## src/rtl/sjc_pkg.sv

```systemverilog
`timescale 1ns / 1ps
// ----------------------------------------------------------------------------
// sjc_pkg
// Shared types, codes and constants of the stepper jog controller.
// ----------------------------------------------------------------------------
package sjc_pkg;

    // Configuration register file geometry.
    localparam int NUM_REGS   = 6;
    localparam int CFG_INDEX_W = 3;
    localparam int PERIOD_W   = 16;

    typedef logic [2:0]          mode_t;
    typedef logic [1:0]          cmd_t;
    typedef logic [1:0]          speed_t;
    typedef logic [CFG_INDEX_W-1:0] reg_index_t;
    typedef logic [PERIOD_W-1:0] period_t;
    typedef period_t [NUM_REGS-1:0] period_bank_t;

    // Run modes.
    localparam mode_t MODE_STOP      = 3'd0;
    localparam mode_t MODE_SLOW_FWD  = 3'd1;
    localparam mode_t MODE_FAST_FWD  = 3'd2;
    localparam mode_t MODE_SLOW_BACK = 3'd3;
    localparam mode_t MODE_FAST_BACK = 3'd4;

    // Item kinds.
    localparam cmd_t CMD_BYTE = 2'd0;
    localparam cmd_t CMD_POLL = 2'd1;
    localparam cmd_t CMD_TICK = 2'd2;

    // Command byte decoding.
    localparam logic [7:0] BYTE_STOP     = 8'hFF;
    localparam logic [3:0] HI_NIBBLE_MAX = 4'h3;
    localparam logic [3:0] LO_NIBBLE_MIN = 4'h1;
    localparam logic [3:0] LO_NIBBLE_MAX = 4'h3;

    // Speeds.
    localparam speed_t SPEED_LOW  = 2'd0;
    localparam speed_t SPEED_MID  = 2'd1;
    localparam speed_t SPEED_HIGH = 2'd2;

    // Register indexes.
    localparam reg_index_t REG_SLOW_LOW  = 3'd0;
    localparam reg_index_t REG_SLOW_MID  = 3'd1;
    localparam reg_index_t REG_SLOW_HIGH = 3'd2;
    localparam reg_index_t REG_FAST_LOW  = 3'd3;
    localparam reg_index_t REG_FAST_MID  = 3'd4;
    localparam reg_index_t REG_FAST_HIGH = 3'd5;

    // One input word.
    typedef struct packed {
        cmd_t       cmd;
        logic [7:0] rx_byte;
        logic       right_limit_hit;
        logic       left_limit_hit;
    } item_t;

    // One result word.
    typedef struct packed {
        mode_t       run_mode;
        logic        drive_enable;
        logic        direction_pin;
        logic        pulses_on;
        period_t     pulse_period;
        logic [14:0] pulse_compare;
        logic [31:0] step_count;
        logic        sample_request;
    } result_t;

    // Reset value of each period register.
    function automatic period_t period_reset(input reg_index_t idx);
        period_t val;
        case (idx)
            REG_SLOW_LOW:  val = 16'd37500;
            REG_SLOW_MID:  val = 16'd18750;
            REG_SLOW_HIGH: val = 16'd9375;
            REG_FAST_LOW:  val = 16'd1000;
            REG_FAST_MID:  val = 16'd500;
            REG_FAST_HIGH: val = 16'd200;
            default:       val = '0;
        endcase
        return val;
    endfunction

    // High nibble of a command byte to its run mode.
    function automatic mode_t nibble_to_mode(input logic [1:0] hi);
        mode_t m;
        case (hi)
            2'd0:    m = MODE_SLOW_FWD;
            2'd1:    m = MODE_SLOW_BACK;
            2'd2:    m = MODE_FAST_FWD;
            default: m = MODE_FAST_BACK;
        endcase
        return m;
    endfunction

    function automatic logic mode_is_slow(input mode_t m);
        return (m == MODE_SLOW_FWD) || (m == MODE_SLOW_BACK);
    endfunction

    function automatic logic mode_is_back(input mode_t m);
        return (m == MODE_SLOW_BACK) || (m == MODE_FAST_BACK);
    endfunction

endpackage

```

## src/rtl/sjc_if.sv

```systemverilog
`timescale 1ns / 1ps
// ----------------------------------------------------------------------------
// sjc_if
// Valid/ready channels of the stepper jog controller: input and result words.
// ----------------------------------------------------------------------------
interface sjc_in_if;
    logic                valid;
    logic                ready;
    sjc_pkg::cmd_t       cmd;
    logic [7:0]          rx_byte;
    logic                right_limit_hit;
    logic                left_limit_hit;

    modport source (output valid, cmd, rx_byte, right_limit_hit, left_limit_hit,
                    input ready);
    modport sink   (input valid, cmd, rx_byte, right_limit_hit, left_limit_hit,
                    output ready);
endinterface

interface sjc_out_if;
    logic                valid;
    logic                ready;
    sjc_pkg::mode_t      run_mode;
    logic                drive_enable;
    logic                direction_pin;
    logic                pulses_on;
    sjc_pkg::period_t    pulse_period;
    logic [14:0]         pulse_compare;
    logic [31:0]         step_count;
    logic                sample_request;

    modport source (output valid, run_mode, drive_enable, direction_pin, pulses_on,
                    pulse_period, pulse_compare, step_count, sample_request,
                    input ready);
    modport sink   (input valid, run_mode, drive_enable, direction_pin, pulses_on,
                    pulse_period, pulse_compare, step_count, sample_request,
                    output ready);
endinterface

```

## src/rtl/sjc_cfg_regs.sv

```systemverilog
`timescale 1ns / 1ps
// ----------------------------------------------------------------------------
// sjc_cfg_regs
// Period register file, written through the plain configuration port.
// ----------------------------------------------------------------------------
module sjc_cfg_regs (
    input  logic                  clk,
    input  logic                  rst_n,
    input  logic                  cfg_we,
    input  sjc_pkg::reg_index_t   cfg_index,
    input  sjc_pkg::period_t      cfg_data,
    output sjc_pkg::period_bank_t periods
);

    sjc_pkg::period_bank_t periods_reg;
    sjc_pkg::period_bank_t periods_next;

    // Writes beyond the last register are dropped.
    always_comb
    begin
        periods_next = periods_reg;
        if (cfg_we && (cfg_index < sjc_pkg::CFG_INDEX_W'(sjc_pkg::NUM_REGS)))
        begin
            periods_next[cfg_index] = cfg_data;
        end
    end

    always_ff @(posedge clk or negedge rst_n)
    begin
        if (!rst_n)
        begin
            for (int i = 0; i < sjc_pkg::NUM_REGS; i++)
            begin
                periods_reg[i] <= sjc_pkg::period_reset(sjc_pkg::CFG_INDEX_W'(i));
            end
        end
        else
        begin
            periods_reg <= periods_next;
        end
    end

    assign periods = periods_reg;

endmodule

```

## src/rtl/sjc_core.sv

```systemverilog
`timescale 1ns / 1ps
// ----------------------------------------------------------------------------
// sjc_core
// Jog state machine: applies one word per cycle while fire is high to the
// controller state and forms the result word from the updated state.
// ----------------------------------------------------------------------------
module sjc_core (
    input  logic                  clk,
    input  logic                  rst_n,
    input  logic                  fire,
    input  sjc_pkg::item_t        item,
    input  sjc_pkg::period_bank_t periods,
    output sjc_pkg::result_t      result
);

    sjc_pkg::mode_t   cur_mode_reg,  cur_mode_next;
    sjc_pkg::mode_t   req_mode_reg,  req_mode_next;
    sjc_pkg::speed_t  req_speed_reg, req_speed_next;
    logic             start_pend_reg, start_pend_next;
    logic [31:0]      tick_count_reg, tick_count_next;
    sjc_pkg::period_t period_reg,    period_next;
    logic             dir_reg,       dir_next;
    logic             enable_reg,    enable_next;
    logic             pulse_run_reg, pulse_run_next;
    logic             sample;

    logic [3:0]           hi_nib;
    logic [3:0]           lo_nib;
    logic                 byte_valid;
    logic                 limit;
    sjc_pkg::speed_t      speed_sel;
    sjc_pkg::reg_index_t  period_idx;

    // Command byte fields and the period register picked for the current run.
    always_comb
    begin
        hi_nib     = item.rx_byte[7:4];
        lo_nib     = item.rx_byte[3:0];
        byte_valid = (hi_nib <= sjc_pkg::HI_NIBBLE_MAX) &&
                     (lo_nib >= sjc_pkg::LO_NIBBLE_MIN) &&
                     (lo_nib <= sjc_pkg::LO_NIBBLE_MAX);
        limit      = sjc_pkg::mode_is_back(cur_mode_reg) ? item.left_limit_hit
                                                         : item.right_limit_hit;
        speed_sel  = (req_speed_reg > sjc_pkg::SPEED_HIGH) ? sjc_pkg::SPEED_HIGH
                                                           : req_speed_reg;
        period_idx = (sjc_pkg::mode_is_slow(cur_mode_reg) ? sjc_pkg::REG_SLOW_LOW
                                                          : sjc_pkg::REG_FAST_LOW)
                     + sjc_pkg::CFG_INDEX_W'(speed_sel);
    end

    // Next state for the word in hand.
    always_comb
    begin
        cur_mode_next   = cur_mode_reg;
        req_mode_next   = req_mode_reg;
        req_speed_next  = req_speed_reg;
        start_pend_next = start_pend_reg;
        tick_count_next = tick_count_reg;
        period_next     = period_reg;
        dir_next        = dir_reg;
        enable_next     = enable_reg;
        pulse_run_next  = pulse_run_reg;
        sample          = 1'b0;

        case (item.cmd)
            sjc_pkg::CMD_BYTE:
            begin
                if (item.rx_byte == sjc_pkg::BYTE_STOP)
                begin
                    req_mode_next = sjc_pkg::MODE_STOP;
                end
                else if (byte_valid)
                begin
                    req_mode_next  = sjc_pkg::nibble_to_mode(hi_nib[1:0]);
                    req_speed_next = lo_nib[1:0] - 2'd1;
                end
            end

            sjc_pkg::CMD_POLL:
            begin
                if (cur_mode_reg == sjc_pkg::MODE_STOP)
                begin
                    // In Stop: adopt a pending mode, or park the drive.
                    if (req_mode_reg != sjc_pkg::MODE_STOP)
                    begin
                        cur_mode_next = req_mode_reg;
                    end
                    else
                    begin
                        enable_next     = 1'b0;
                        pulse_run_next  = 1'b0;
                        start_pend_next = 1'b1;
                        tick_count_next = '0;
                    end
                end
                else if ((req_mode_reg == sjc_pkg::MODE_STOP) || limit)
                begin
                    cur_mode_next = sjc_pkg::MODE_STOP;
                    req_mode_next = sjc_pkg::MODE_STOP;
                end
                else
                begin
                    // Running: start once per run, then keep sampling in slow modes.
                    if (start_pend_reg)
                    begin
                        period_next     = periods[period_idx];
                        dir_next        = sjc_pkg::mode_is_back(cur_mode_reg);
                        pulse_run_next  = 1'b1;
                        enable_next     = 1'b1;
                        start_pend_next = 1'b0;
                    end
                    sample = sjc_pkg::mode_is_slow(cur_mode_reg);
                end
            end

            sjc_pkg::CMD_TICK:
            begin
                if (pulse_run_reg)
                begin
                    tick_count_next = tick_count_reg + 32'd1;
                end
            end

            default:
            begin
                // Unused item kind leaves the state alone.
            end
        endcase
    end

    // State registers advance only when a word is taken.
    always_ff @(posedge clk or negedge rst_n)
    begin
        if (!rst_n)
        begin
            cur_mode_reg   <= sjc_pkg::MODE_STOP;
            req_mode_reg   <= sjc_pkg::MODE_STOP;
            req_speed_reg  <= sjc_pkg::SPEED_LOW;
            start_pend_reg <= 1'b1;
            tick_count_reg <= '0;
            period_reg     <= '0;
            dir_reg        <= 1'b0;
            enable_reg     <= 1'b0;
            pulse_run_reg  <= 1'b0;
        end
        else if (fire)
        begin
            cur_mode_reg   <= cur_mode_next;
            req_mode_reg   <= req_mode_next;
            req_speed_reg  <= req_speed_next;
            start_pend_reg <= start_pend_next;
            tick_count_reg <= tick_count_next;
            period_reg     <= period_next;
            dir_reg        <= dir_next;
            enable_reg     <= enable_next;
            pulse_run_reg  <= pulse_run_next;
        end
    end

    // Result word reflects the state after the word.
    always_comb
    begin
        result.run_mode       = cur_mode_next;
        result.drive_enable   = enable_next;
        result.direction_pin  = dir_next;
        result.pulses_on      = pulse_run_next;
        result.pulse_period   = period_next;
        result.pulse_compare  = period_next[15:1];
        result.step_count     = tick_count_next;
        result.sample_request = sample;
    end

endmodule

```

## src/rtl/stepper_jog_controller.sv

```systemverilog
`timescale 1ns / 1ps
// ----------------------------------------------------------------------------
// stepper_jog_controller
// Stepper jog controller: command bytes, polls and timer ticks in, one
// status word out for every word in.
//
//   Channel   Direction  Handshake     Payload
//   in_ch     sink       valid/ready   cmd, rx_byte, right/left_limit_hit
//   out_ch    source     valid/ready   run_mode .. sample_request
//   cfg       write      cfg_we        cfg_index (3 bits), cfg_data (16 bits)
//
// One word per cycle sustained while out_ch.ready stays high. A word taken
// sits in the input register, passes through the state update into the
// result register, and can then leave on out_ch. Reset clears the jog state
// and loads the default periods. A stalled result holds in the result
// register; one more word waits in the input register, after which
// in_ch.ready drops until out_ch drains.
// ----------------------------------------------------------------------------
module stepper_jog_controller (
    input  logic                clk,
    input  logic                rst_n,
    sjc_in_if.sink              in_ch,
    sjc_out_if.source           out_ch,
    input  logic                cfg_we,
    input  sjc_pkg::reg_index_t cfg_index,
    input  sjc_pkg::period_t    cfg_data
);

    sjc_pkg::period_bank_t periods;
    sjc_pkg::item_t        item_reg;
    sjc_pkg::item_t        item_in;
    logic                  item_valid_reg, item_valid_next;
    sjc_pkg::result_t      result_next;
    sjc_pkg::result_t      out_reg;
    logic                  out_valid_reg, out_valid_next;
    logic                  advance;
    logic                  in_take;

    sjc_cfg_regs u_cfg (
        .clk       (clk),
        .rst_n     (rst_n),
        .cfg_we    (cfg_we),
        .cfg_index (cfg_index),
        .cfg_data  (cfg_data),
        .periods   (periods)
    );

    sjc_core u_core (
        .clk     (clk),
        .rst_n   (rst_n),
        .fire    (advance),
        .item    (item_reg),
        .periods (periods),
        .result  (result_next)
    );

    // Handshake: the held word moves on whenever the result register is free.
    assign advance     = item_valid_reg && (!out_valid_reg || out_ch.ready);
    assign in_ch.ready = !item_valid_reg || advance;
    assign in_take     = in_ch.valid && in_ch.ready;

    always_comb
    begin
        item_in.cmd             = in_ch.cmd;
        item_in.rx_byte         = in_ch.rx_byte;
        item_in.right_limit_hit = in_ch.right_limit_hit;
        item_in.left_limit_hit  = in_ch.left_limit_hit;

        item_valid_next = in_take ? 1'b1 : (advance ? 1'b0 : item_valid_reg);
        out_valid_next  = advance ? 1'b1 : (out_ch.ready ? 1'b0 : out_valid_reg);
    end

    // Control flags.
    always_ff @(posedge clk or negedge rst_n)
    begin
        if (!rst_n)
        begin
            item_valid_reg <= 1'b0;
            out_valid_reg  <= 1'b0;
        end
        else
        begin
            item_valid_reg <= item_valid_next;
            out_valid_reg  <= out_valid_next;
        end
    end

    // Payload registers.
    always_ff @(posedge clk)
    begin
        if (in_take)
        begin
            item_reg <= item_in;
        end
        if (advance)
        begin
            out_reg <= result_next;
        end
    end

    // Result channel.
    assign out_ch.valid          = out_valid_reg;
    assign out_ch.run_mode       = out_reg.run_mode;
    assign out_ch.drive_enable   = out_reg.drive_enable;
    assign out_ch.direction_pin  = out_reg.direction_pin;
    assign out_ch.pulses_on      = out_reg.pulses_on;
    assign out_ch.pulse_period   = out_reg.pulse_period;
    assign out_ch.pulse_compare  = out_reg.pulse_compare;
    assign out_ch.step_count     = out_reg.step_count;
    assign out_ch.sample_request = out_reg.sample_request;

    // The driver enable and the pulse generator are always switched together.
    a_enable_with_pulses : assert property (@(posedge clk) disable iff (!rst_n)
        out_ch.valid |-> (out_ch.drive_enable == out_ch.pulses_on))
        else $error("drive enable and pulse run disagree");

    // The compare value is always half the latched period.
    a_compare_half : assert property (@(posedge clk) disable iff (!rst_n)
        out_ch.valid |-> (out_ch.pulse_compare == out_ch.pulse_period[15:1]))
        else $error("pulse compare is not half the period");

    // A sample request only comes from a slow mode with pulses running.
    a_sample_slow : assert property (@(posedge clk) disable iff (!rst_n)
        (out_ch.valid && out_ch.sample_request) |->
        (((out_ch.run_mode == sjc_pkg::MODE_SLOW_FWD) ||
          (out_ch.run_mode == sjc_pkg::MODE_SLOW_BACK)) && out_ch.pulses_on))
        else $error("sample request outside a running slow mode");

    // Input back-pressure only when both stages are full and the output stalls.
    a_ready_drop : assert property (@(posedge clk) disable iff (!rst_n)
        !in_ch.ready |-> (item_valid_reg && out_valid_reg && !out_ch.ready))
        else $error("input stalled without a full pipeline");

endmodule

```

## src/flat_wrapper.sv

```systemverilog
// flat-port wrapper written by rule: the top's interface ports become plain ports
module stepper_jog_controller_flat 
  (clk, rst_n, cfg_we, cfg_index, cfg_data, in_ch_valid, in_ch_cmd, in_ch_rx_byte, in_ch_right_limit_hit, in_ch_left_limit_hit, in_ch_ready, out_ch_valid, out_ch_run_mode, out_ch_drive_enable, out_ch_direction_pin, out_ch_pulses_on, out_ch_pulse_period, out_ch_pulse_compare, out_ch_step_count, out_ch_sample_request, out_ch_ready);
  sjc_in_if in_ch_i ();
  sjc_out_if out_ch_i ();
  input  logic clk;
  input  logic rst_n;
  input  logic cfg_we;
  input  sjc_pkg::reg_index_t cfg_index;
  input  sjc_pkg::period_t cfg_data;
  input wire logic [$bits(in_ch_i.valid)-1:0] in_ch_valid;
  input wire logic [$bits(in_ch_i.cmd)-1:0] in_ch_cmd;
  input wire logic [$bits(in_ch_i.rx_byte)-1:0] in_ch_rx_byte;
  input wire logic [$bits(in_ch_i.right_limit_hit)-1:0] in_ch_right_limit_hit;
  input wire logic [$bits(in_ch_i.left_limit_hit)-1:0] in_ch_left_limit_hit;
  output wire logic [$bits(in_ch_i.ready)-1:0] in_ch_ready;
  output wire logic [$bits(out_ch_i.valid)-1:0] out_ch_valid;
  output wire logic [$bits(out_ch_i.run_mode)-1:0] out_ch_run_mode;
  output wire logic [$bits(out_ch_i.drive_enable)-1:0] out_ch_drive_enable;
  output wire logic [$bits(out_ch_i.direction_pin)-1:0] out_ch_direction_pin;
  output wire logic [$bits(out_ch_i.pulses_on)-1:0] out_ch_pulses_on;
  output wire logic [$bits(out_ch_i.pulse_period)-1:0] out_ch_pulse_period;
  output wire logic [$bits(out_ch_i.pulse_compare)-1:0] out_ch_pulse_compare;
  output wire logic [$bits(out_ch_i.step_count)-1:0] out_ch_step_count;
  output wire logic [$bits(out_ch_i.sample_request)-1:0] out_ch_sample_request;
  input wire logic [$bits(out_ch_i.ready)-1:0] out_ch_ready;
  assign in_ch_i.valid = in_ch_valid;
  assign in_ch_i.cmd = in_ch_cmd;
  assign in_ch_i.rx_byte = in_ch_rx_byte;
  assign in_ch_i.right_limit_hit = in_ch_right_limit_hit;
  assign in_ch_i.left_limit_hit = in_ch_left_limit_hit;
  assign in_ch_ready = in_ch_i.ready;
  assign out_ch_valid = out_ch_i.valid;
  assign out_ch_run_mode = out_ch_i.run_mode;
  assign out_ch_drive_enable = out_ch_i.drive_enable;
  assign out_ch_direction_pin = out_ch_i.direction_pin;
  assign out_ch_pulses_on = out_ch_i.pulses_on;
  assign out_ch_pulse_period = out_ch_i.pulse_period;
  assign out_ch_pulse_compare = out_ch_i.pulse_compare;
  assign out_ch_step_count = out_ch_i.step_count;
  assign out_ch_sample_request = out_ch_i.sample_request;
  assign out_ch_i.ready = out_ch_ready;
  stepper_jog_controller u_core (.clk(clk), .rst_n(rst_n), .in_ch(in_ch_i), .out_ch(out_ch_i), .cfg_we(cfg_we), .cfg_index(cfg_index), .cfg_data(cfg_data));
endmodule
```

## config.mk

```make
export PLATFORM = sky130hd
export DESIGN_NAME = stepper_jog_controller_flat
export DESIGN_NICKNAME = d
export VERILOG_FILES = /design/src/rtl/sjc_pkg.sv /design/src/rtl/sjc_if.sv /design/src/rtl/sjc_cfg_regs.sv /design/src/rtl/sjc_core.sv /design/src/rtl/stepper_jog_controller.sv /design/src/flat_wrapper.sv
export SDC_FILE = /design/constraint.sdc
export NUM_CORES = 1
export LEC_CHECK = 0
export ABC_AREA = 1
export BUFFER_PORTS_ARGS = -buffer_cell sky130_fd_sc_hd__buf_2
export CAP_MARGIN = 15
export CORE_MARGIN = 1.5
export CORE_UTILIZATION = 25
export CTS_CLUSTER_DIAMETER = 30
export DETAILED_ROUTE_END_ITERATION = 8
export PLACE_DENSITY = 0.5
export SLEW_MARGIN = 20
export SYNTH_ARGS = -nofsm -noshare
export SYNTH_HDL_FRONTEND = slang
export SYNTH_SLANG_ARGS = --single-unit
```

## constraint.sdc

```tcl
create_clock -name clk -period 6.2 [get_ports clk]
set_input_delay 0.62 -clock clk [delete_from_list [all_inputs] [get_ports clk]]
set_output_delay 0.62 -clock clk [all_outputs]
set_load 0.05 [all_outputs]
```

After elaboration in Yosys (flattened, before gate mapping)
Cells that the tools add are included.

operators by class
  add/sub/neg operators = 3
  $lt $le $gt $ge = 8
  eq/ne operators = 13
  muxes and demuxes = 47
  bitwise gates (word level) = 2
  reductions and logical operators = 25

operator list
  cell                                                                          count
  96-bit bitwise mux                                                            1
  16-bit 2-to-1 mux                                                             6
  32-bit 2-to-1 mux                                                             3
  32-bit case mux with 2 select lines                                           1
  16-bit binary-select mux with 3-bit select                                    1
  16-bit demux with 3-bit select                                                1
  32-bit by 1-bit adder with 32-bit output, second input constant               1
  3-bit 2-to-1 mux                                                              8
  1-bit 2-to-1 mux                                                              22
  3-bit case mux with 3 select lines                                            1
  8-bit equality test, second input constant                                    1
  4-bit by 2-bit <= comparator with 1-bit output, second input constant         2
  3-bit by 4-bit less-than comparator with 1-bit output, second input constant  2
  2-bit inequality test, second input constant                                  4
  4-bit AND reduction                                                           2
  1-bit logical AND                                                             6
  3-bit zero test                                                               2
  3-bit case mux with 2 select lines                                            1
  2-bit nonzero test                                                            3
  1-bit logical OR                                                              5
  5-bit AND reduction                                                           1
  2-bit by 1-bit equality test with 1-bit output, second input constant         2
  2-bit equality test, second input constant                                    2
  4-bit by 1-bit >= comparator with 1-bit output, second input constant         1
  15 further kinds                                                              19

word-level totals
  register bits after elaboration = 240

Longest topological paths before layout
Gate-level depths: netlist of the first run.

  depth in word-level cells = 10
  mapped depth = 15
  mapped depth without buffers = 13

Modules after synthesis
From an unflattened synthesis of the first run, not the netlist that was laid out.

unflattened totals
  cells, all modules = 1,446
  area total of the unflattened synthesis = 12,124.1 um^2

modules (own cells, without submodules)
  module                  times used  cells each  area an instance (um^2)
  sjc_core                1           930         5,748.0
  sjc_cfg_regs            1           422         3,818.7
  stepper_jog_controller  1           94          2,557.5

Worst setup path after synthesis of the first run
Ideal clock, no wire load.

  path type = input to register
  from = in out_ch_ready
  to = reg u_core.out_reg (netlist bit u_core.out_ch.direction_pin), enable pin
  library setup time = 441 ps
  data arrival time = 2,697 ps
  slack = 3,063 ps
  stages = 5
  path buffers = 1
  cell sequence = inv_1 nand2_1 nand2_1 clkinv_1 clkbuf_1

between the ends
  longest elaborated chain between the ends = 2

RTL lines
  element                   RTL line                      text
  from (decl)               flat_wrapper.sv:26            input wire logic [$bits(out_ch_i.ready)-1:0] out_ch_ready;
  1-bit logical OR          stepper_jog_controller.sv:58  assign advance = item_valid_reg && (!out_valid_reg || out_ch.ready);
  1-bit logical AND         stepper_jog_controller.sv:58
  named net u_core.advance  stepper_jog_controller.sv:36  logic advance;
  to (signal assigned)      stepper_jog_controller.sv:97  out_reg <= result_next;
  to (decl)                 stepper_jog_controller.sv:34  sjc_pkg::result_t out_reg;

The timed path passes the listed nets, and every way through them passes these cells.
A chain may end at the register's enable or synchronous reset.

==> results of run 1 <==
==> final cells by class <==
cell class | instances | area share, %
multi-input combinational | 859 | 28.8
tap | 585 | 5.22
clock inverter | 37 | 4.22
inverter | 142 | 3.82
sequential | 225 | 42.9
clock buffer | 73 | 11.0
timing repair buffer | 112 | 4.15
==> worst max path at each step <==
| stage | to | slack (ns) |
|---|---|---|
| CTS | u_core.out_ch.pulse_compare[7] | 2.91 |
| finish | u_core.out_ch.pulse_compare[7] | 2.97 |
| detailed placement | u_core.out_ch.pulse_compare[7] | 2.96 |
| global placement | u_core.out_ch.pulse_compare[7] | 3.00 |
| global route | u_core.out_ch.pulse_compare[11] | 2.66 |
| floorplan | u_core.out_ch.direction_pin | 3.06 |
==> report_power, final <==
group          switching (W)  total (W)  internal, W
Clock               0.000969    0.00323      0.00226
Sequential          0.000214    0.00211      0.00189
Combinational        0.00138    0.00190     0.000524
Total                0.00256    0.00723      0.00468
==> critical path, delay by kind of cell (launching register included) <==
family / cells / cell delay (ns)
AO/OA/AOI/OAI: 1 / 0.20
AND/OR/NAND/NOR: 5 / 1.17
adder cells (fa/ha/maj): 2 / 0.91
buffers and inverters: 4 / 0.27
flip-flops: 1 / 0.41
==> layout by cell type, fill, tap and decap left out, types with 4 or more instances in the layout <==
master,n
sky130_fd_sc_hd__o21ai_1,35
sky130_fd_sc_hd__o22ai_1,4
sky130_fd_sc_hd__clkinvlp_4,6
sky130_fd_sc_hd__ha_1,12
sky130_fd_sc_hd__nand4_1,13
sky130_fd_sc_hd__clkinv_2,9
sky130_fd_sc_hd__o211ai_1,4
sky130_fd_sc_hd__a21oi_1,24
sky130_fd_sc_hd__nand3_1,61
sky130_fd_sc_hd__dfrtp_1,118
sky130_fd_sc_hd__o21ai_0,170
sky130_fd_sc_hd__nand2_1,339
sky130_fd_sc_hd__inv_2,5
sky130_fd_sc_hd__clkbuf_16,58
sky130_fd_sc_hd__bufinv_16,12
sky130_fd_sc_hd__inv_1,136
sky130_fd_sc_hd__nor2_2,4
sky130_fd_sc_hd__buf_2,106
sky130_fd_sc_hd__nor3_1,23
sky130_fd_sc_hd__dfstp_2,40
sky130_fd_sc_hd__clkbuf_1,12
sky130_fd_sc_hd__clkinv_4,5
sky130_fd_sc_hd__buf_4,4
sky130_fd_sc_hd__edfxtp_1,67
sky130_fd_sc_hd__a31o_2,4
sky130_fd_sc_hd__nand2_2,11
sky130_fd_sc_hd__nor2_1,123
==> per-layer routing <==
| layer | global-route usage [%] | vias up | wire length [um] |
|---|---|---|---|
| met3 | 3.00 | 42 | 1530 |
| li1 | - | 4431 | - |
| met4 | 4.62 | 0 | 614 |
| met5 | 0 | - | 0 |
| met2 | 20.4 | 213 | 13100 |
| met1 | 18.2 | 4109 | 13800 |
==> metrics by stage <==
stage               hold WS, ns  setup WS, ns  cell area, um^2
finish                   0.0976          2.97            14000
global route              0.123          2.66            14000
CTS                      0.0937          2.91            14000
detailed placement        0.469          2.96            11900
global placement          0.463          3.00            11900
floorplan                 0.324          3.06            11000
==> cells by family (layout without fill, tap and decap cells) <==
family | count (synthesis) | in the layout | synth area share, %
compound gates | 259 | 259 | 12.8
fa+ha+maj | 13 | 13 | 1.55
buf+inv | 214 | 364 | 8.37
flops | 225 | 225 | 54.9
simple gates | 587 | 587 | 22.4
==> results.md, run 1 <==
* Die extent in y at 212 um
* Resized cells post-CTS at 0
* Antenna diode instance count at 0
* Post-Route Utilization at 32.5%
* Setup fix buffers added after clock tree synthesis at 0
* DR DRC count at 0
* Wire length of the first global-routing pass at 46800 um
* Synth Instances at 1298
* Setup_tns at 0 ns
* Total of fill cells in the finished design at 4558
* Unrepaired setup endpoints after global routing: false
* Count of warnings emitted by yosys at 0
* Startpoint types: register
* Category of the most critical setup path: register to register
* Final Skew at 0.0320 ns
* Finished Layout Cells at 2033
* Longest Clk Path Bufs at 3
* Number of antenna violations at the first check in global routing at 3
* Total number of placement rows at 76
* Final period utilization at 52.1%
* Top Ports at 108
* Insertion delay of the later-clocked pin in the worst-skew pair at 0.61 ns
* Detailed Route WL at 29000 um
* Total power per unit cell area at 516 nW/um^2
* Core area at 43200 um^2
* Total die area at 45100 um^2
* Pin count of the biggest net entering global routing at 82
* FF-to-FF setup slack at 2.97 ns
* Number of violations reported at the end of detailed-routing iteration 0 at 740
* Status: finished clean
* Layout net count at 1447
* Via count at 8795
* Critical Path End Type: register
* Global-route congestion overflow total at 0
* Largest incremental delay on the critical path at 0.72 ns
* Number of global-route vias before repair at 8505
* Final weighted congestion in routability-driven placement at 0.829
* Total power of the final layout at 0.00723 W
* DIE WIDTH at 212 um
* Total of flip-flops plus latches after synthesis at 225
* Cell area after technology mapping at 11000 um^2
* Worst reg-to-reg path cell count at 12
* Leading cell type by number of instances after synthesis: sky130_fd_sc_hd__nand2_1
* Fraction of layout cells with a size suffix above 1 at 20.2%
* Synth async-reset ratio at 70.2%
* Portion of synthesized cell area occupied by the leading cell type at 27.0%
* Sequential area share after synthesis at 54.9%
* Endpoint of the lowest-slack register-to-register path: u_core.out_ch.pulse_compare[7]
* Area Growth Syn to Fin at 28.1%
* Count of final max-slew check failures at 0
* Average wire per cell in the routed design at 14.3 um
* Maximum clock frequency at 310 MHz
* Clock tree root driver cell: sky130_fd_sc_hd__clkbuf_16
* Multi-input gate area in the final layout at 4040 um^2
* Cell with the biggest individual delay on the critical path: sky130_fd_sc_hd__fa_1
* Clock input transition at the sequential cells of the worst setup and hold paths at 0.05 ns
* Worst EP required at 6.55 ns
* Most frequent cells after synthesis: 345 x sky130_fd_sc_hd__nand2_1, 170 x sky130_fd_sc_hd__o21ai_0, 136 x sky130_fd_sc_hd__inv_1, 123 x sky130_fd_sc_hd__nor2_1, 118 x sky130_fd_sc_hd__dfrtp_1
* CTS sink cnt at 225
* Total global routing track utilization at 13.2%
* Worst Hold Class: input pin to asynchronous set/reset pin
* Static leakage power at 6.52 nW
* Number of enable flip-flop cells after synthesis at 67
* CTS tree: built
* Sum of net half-perimeters after detailed placement at 19000 um
* Starting Density at 25.4%
* Max-cap check violation count at 0
* Most used DFF post-synth: sky130_fd_sc_hd__dfrtp_1
* Yosys top cell by area: sky130_fd_sc_hd__dfrtp_1
* Slew of the pin with the lowest slew margin at 0.978 ns
* Launch point of the worst path: u_core.u_core.cur_mode_reg[0]
* Mean number of vias per cell at 4.33
* Maximum vdd drop at 0.000258 V
* Number of unique standard cell types used by synthesis at 46
* Shortest period the worst path allows at 3.23 ns
* Maximum fanout along the worst path at 17
* Clock H-tree levels at 2
* Cell-by-cell listing of the critical path: inv_1 > nor2_1 > inv_1 > ha_1 > inv_1 > fa_1 > or2_1 > nor3_1 > a21oi_1 > nand3_1 > nand2_1 > inv_1
* Number of nets with antenna violations after detailed routing at 0
* Final setup violating endpoints at 0
* Synthesized netlist net count at 1347
* Detailed-router iteration count before antenna repair at 5
* Number of port buffers at 107
* Arr. time, crit path at 3.58 ns
* Count of endpoints failing hold in the final timing report at 0
* Max FFs per register at 96
* R2r startpoint: u_core.u_core.cur_mode_reg[0]
* Cell seen most often among critical-path stages: sky130_fd_sc_hd__inv_1
* Number of cells after detailed placement at 1923
* Hold_buf cts at 0
* Mean post-synth cell area at 8.44 um^2
* Area contributors post-synth: sky130_fd_sc_hd__dfrtp_1 27%, sky130_fd_sc_hd__edfxtp_1 18%, sky130_fd_sc_hd__nand2_1 12%
* Storage element area at 6020 um^2
* Clock buffers created by TritonCTS at 58
* Worst max-slew margin expressed relative to the limit at 34.6%
No activity file was read; power rests on OpenSTA's default activity.
==> run 2, diff against run 1 <==
Clock period 6.2 ns to 3.3 ns, I/O delays scaled along.
==> results.md, run 2 (same netlist as run 1, synthesis figures left out) <==
* Status: finished clean (unchanged)
* DIE WIDTH at 212 um (unchanged)
* Unrepaired setup endpoints after global routing: false (unchanged)
* Detailed-router iteration count before antenna repair at 5 (unchanged)
* Via count at 8902 (was 8795)
* DR DRC count at 0 (unchanged)
* Worst EP required at 3.61 ns (was 6.55 ns)
* Largest incremental delay on the critical path at 0.58 ns (was 0.72 ns)
* Shortest period the worst path allows at 2.85 ns (was 3.23 ns)
* Count of endpoints failing hold in the final timing report at 0 (unchanged)
* Max-cap check violation count at 0 (unchanged)
* Cell-by-cell listing of the critical path: inv_1 > nor2_1 > inv_1 > ha_1 > inv_1 > fa_1 > inv_2 > or2_1 > buf_4 > nor3_1 > a21oi_1 > nand3_1 > nand2_1 > inv_1 (was inv_1 > nor2_1 > inv_1 > ha_1 > inv_1 > fa_1 > or2_1 > nor3_1 > a21oi_1 > nand3_1 > nand2_1 > inv_1)
* Cell class contributing the biggest share of worst-path delay: adder cells (was simple AND/OR/NAND/NOR gates)
* Total die area at 45100 um^2 (unchanged)
* Commonest cells after routing, fill and taps aside: 340 x sky130_fd_sc_hd__nand2_1, 170 x sky130_fd_sc_hd__o21ai_0, 136 x sky130_fd_sc_hd__inv_1 (was 339 x sky130_fd_sc_hd__nand2_1, 170 x sky130_fd_sc_hd__o21ai_0, 136 x sky130_fd_sc_hd__inv_1)
* Setup_tns at 0 ns (unchanged)
* Total global routing track utilization at 13.6% (was 13.2%)
* Longest Clk Path Bufs at 3 (unchanged)
* Average wire per cell in the routed design at 14.5 um (was 14.3 um)
* Count of final max-slew check failures at 0 (unchanged)
* Maximum fanout along the worst path at 16 (was 17)
* Fraction of layout cells with a size suffix above 1 at 20.9% (was 20.2%)
* Post-Route Utilization at 32.8% (was 32.5%)
* Core area at 43200 um^2 (unchanged)
* Pin count of the biggest net entering global routing at 86 (was 82)
* Cell seen most often among critical-path stages: sky130_fd_sc_hd__inv_1 (unchanged)
* CTS sink cnt at 225 (unchanged)
* Max FFs per register at 96 (unchanged)
* Worst Hold Class: input pin to register (was input pin to asynchronous set/reset pin)
* Slew of the pin with the lowest slew margin at 1.09 ns (was 0.978 ns)
* Total power of the final layout at 0.0134 W (was 0.00723 W)
* Leading cell type in the layout, fill and taps excluded: sky130_fd_sc_hd__nand2_1 (unchanged)
* Global-route congestion overflow total at 0 (unchanged)
* Clock H-tree levels at 2 (unchanged)
* Number of global-route vias before repair at 8847 (was 8505)
* Static leakage power at 6.59 nW (was 6.52 nW)
* Area Growth Syn to Fin at 29.3% (was 28.1%)
* Final period utilization at 86.3% (was 52.1%)
* Arr. time, crit path at 3.16 ns (was 3.58 ns)
* Clock buffers created by TritonCTS at 55 (was 58)
* Number of violations reported at the end of detailed-routing iteration 0 at 581 (was 740)
* Layout net count at 1468 (was 1447)
* Worst setup slack before clock tree synthesis at 0.479 ns (was 2.96 ns)
* Category of the most critical setup path: register to register (unchanged)
* Total power per unit cell area at 947 nW/um^2 (was 516 nW/um^2)
* Final Skew at 0.0236 ns (was 0.0320 ns)
* Final weighted congestion in routability-driven placement at 0.820 (was 0.829)
* Insertion delay of the later-clocked pin in the worst-skew pair at 0.57 ns (was 0.61 ns)
* Cell area reported after detailed placement at 12000 um^2 (was 11900 um^2)
* Antenna diode instance count at 0 (unchanged)
* Maximum vdd drop at 0.000383 V (was 0.000258 V)
* Number of nets with antenna violations after detailed routing at 0 (unchanged)
* Sum of net half-perimeters after detailed placement at 19500 um (was 19000 um)
* Total of fill cells in the finished design at 4511 (was 4558)
* Startpoint types: register (unchanged)
* Wire length of the first global-routing pass at 47600 um (was 46800 um)
* Clock tree root driver cell: sky130_fd_sc_hd__clkbuf_16 (unchanged)
* Maximum clock frequency at 351 MHz (was 310 MHz)
* Clock input transition at the sequential cells of the worst setup and hold paths at 0.04 ns (was 0.05 ns)
* Area of all placed cells without fillers at 14200 um^2 (was 14000 um^2)
* Starting Density at 25.4% (unchanged)
* Setup fix buffers added after clock tree synthesis at 0 (unchanged)
* Top Ports at 108 (unchanged)
* Critical Path End Type: register (unchanged)
* Die extent in y at 212 um (unchanged)
* Number of antenna violations at the first check in global routing at 0 (was 3)
* Cell with the biggest individual delay on the critical path: sky130_fd_sc_hd__fa_1 (unchanged)
* Number of port buffers at 107 (unchanged)
* Final setup violating endpoints at 0 (unchanged)
* Detailed Route WL at 29700 um (was 29000 um)
* Worst max-slew margin expressed relative to the limit at 27.4% (was 34.6%)
* Worst Setup Slack, final at 0.451 ns (was 2.97 ns)
* Total number of placement rows at 76 (unchanged)
* CTS tree: built (unchanged)
* Count of buffer and inverter cells on the critical path at 6 (was 4)
* Mean number of vias per cell at 4.34 (was 4.33)
[run 2: cell types whose count changed in the layout (fill, tap and decap cells not counted), sizes merged]
cell	delta
clkinvlp	+1
dlygate4sd3	+14
bufinv	-3
inv	+4
clkbuf	-8
buf	+10
[run 2: what timing repair did]
| item | 4_1_cts | 5_1_grt |
|---|---|---|
| hold endpoints to repair | 64 | 0 |
| setup endpoints to repair | 0 | 0 |
| gates resized for setup | 0 | 0 |
| hold buffers | 14 | 0 |
[run 2: stage by stage]
step,cells,hold WS [ns]
floorplan,1298,0.0344
global placement,1933,0.462
detailed placement,1933,0.463
CTS,2051,0.0263
global route,2051,0.0677
finish,2051,0.0565
[run 2: report_power, final]
group	leakage, nW	switching [W]	total [W]	internal [W]
registers	2.62	0.000408	0.00397	0.00356
clock network	0.977	0.00174	0.00576	0.00402
logic	3.00	0.00261	0.00370	0.00109
total	6.59	0.00476	0.0134	0.00866
[run 2: worst paths after layout]
check	start	to	slack, ns	cells past startpoint
worst min-delay path	out_ch_ready	u_core.out_ch.valid	0.06	4
min in group asynchronous	rst_n	u_core.u_core.tick_count_reg[7]	0.40	2
worst max register to register	u_core.u_core.cur_mode_reg[0]	u_core.out_ch.pulse_compare[4]	0.45	14
max in group asynchronous	rst_n	u_core.u_cfg.periods[24]	1.98	3
worst min register to register	u_core.u_cfg.periods[41]	u_core.u_cfg.periods[41]	0.48	2
worst max-delay path	u_core.u_core.cur_mode_reg[0]	u_core.out_ch.pulse_compare[4]	0.45	14
[run 2: final cells by class]
type | instances | area [um^2] | area share (%)
inverters | 142 | 536 | 3.78
well taps | 585 | 732 | 5.17
clock buffers | 65 | 1530 | 10.8
clock inverters | 39 | 504 | 3.56
flip-flops and latches | 225 | 6020 | 42.5
repair buffers | 136 | 820 | 5.78
multi-input cells | 859 | 4040 | 28.5
[run 2: worst register-to-register path, cell delays in order (launching register included)]
cell	delay, ns
sky130_fd_sc_hd__dfrtp_1	0.41
sky130_fd_sc_hd__inv_1	0.07
sky130_fd_sc_hd__nor2_1	0.20
sky130_fd_sc_hd__inv_1	0.10
sky130_fd_sc_hd__ha_1	0.20
sky130_fd_sc_hd__inv_1	0.07
sky130_fd_sc_hd__fa_1	0.58
sky130_fd_sc_hd__inv_2	0.16
sky130_fd_sc_hd__or2_1	0.11
sky130_fd_sc_hd__buf_4	0.26
sky130_fd_sc_hd__nor3_1	0.08
sky130_fd_sc_hd__a21oi_1	0.12
sky130_fd_sc_hd__nand3_1	0.08
sky130_fd_sc_hd__nand2_1	0.12
sky130_fd_sc_hd__inv_1	0.05
[run 2: metal layers]
layer | GRT usage, % | up-vias | wire (um)
li1 | - | 4477 | -
met1 | 16.9 | 4186 | 13500
met2 | 23.1 | 195 | 14200
met3 | 3.22 | 44 | 1380
met4 | 4.40 | 0 | 660
met5 | 0 | - | 0
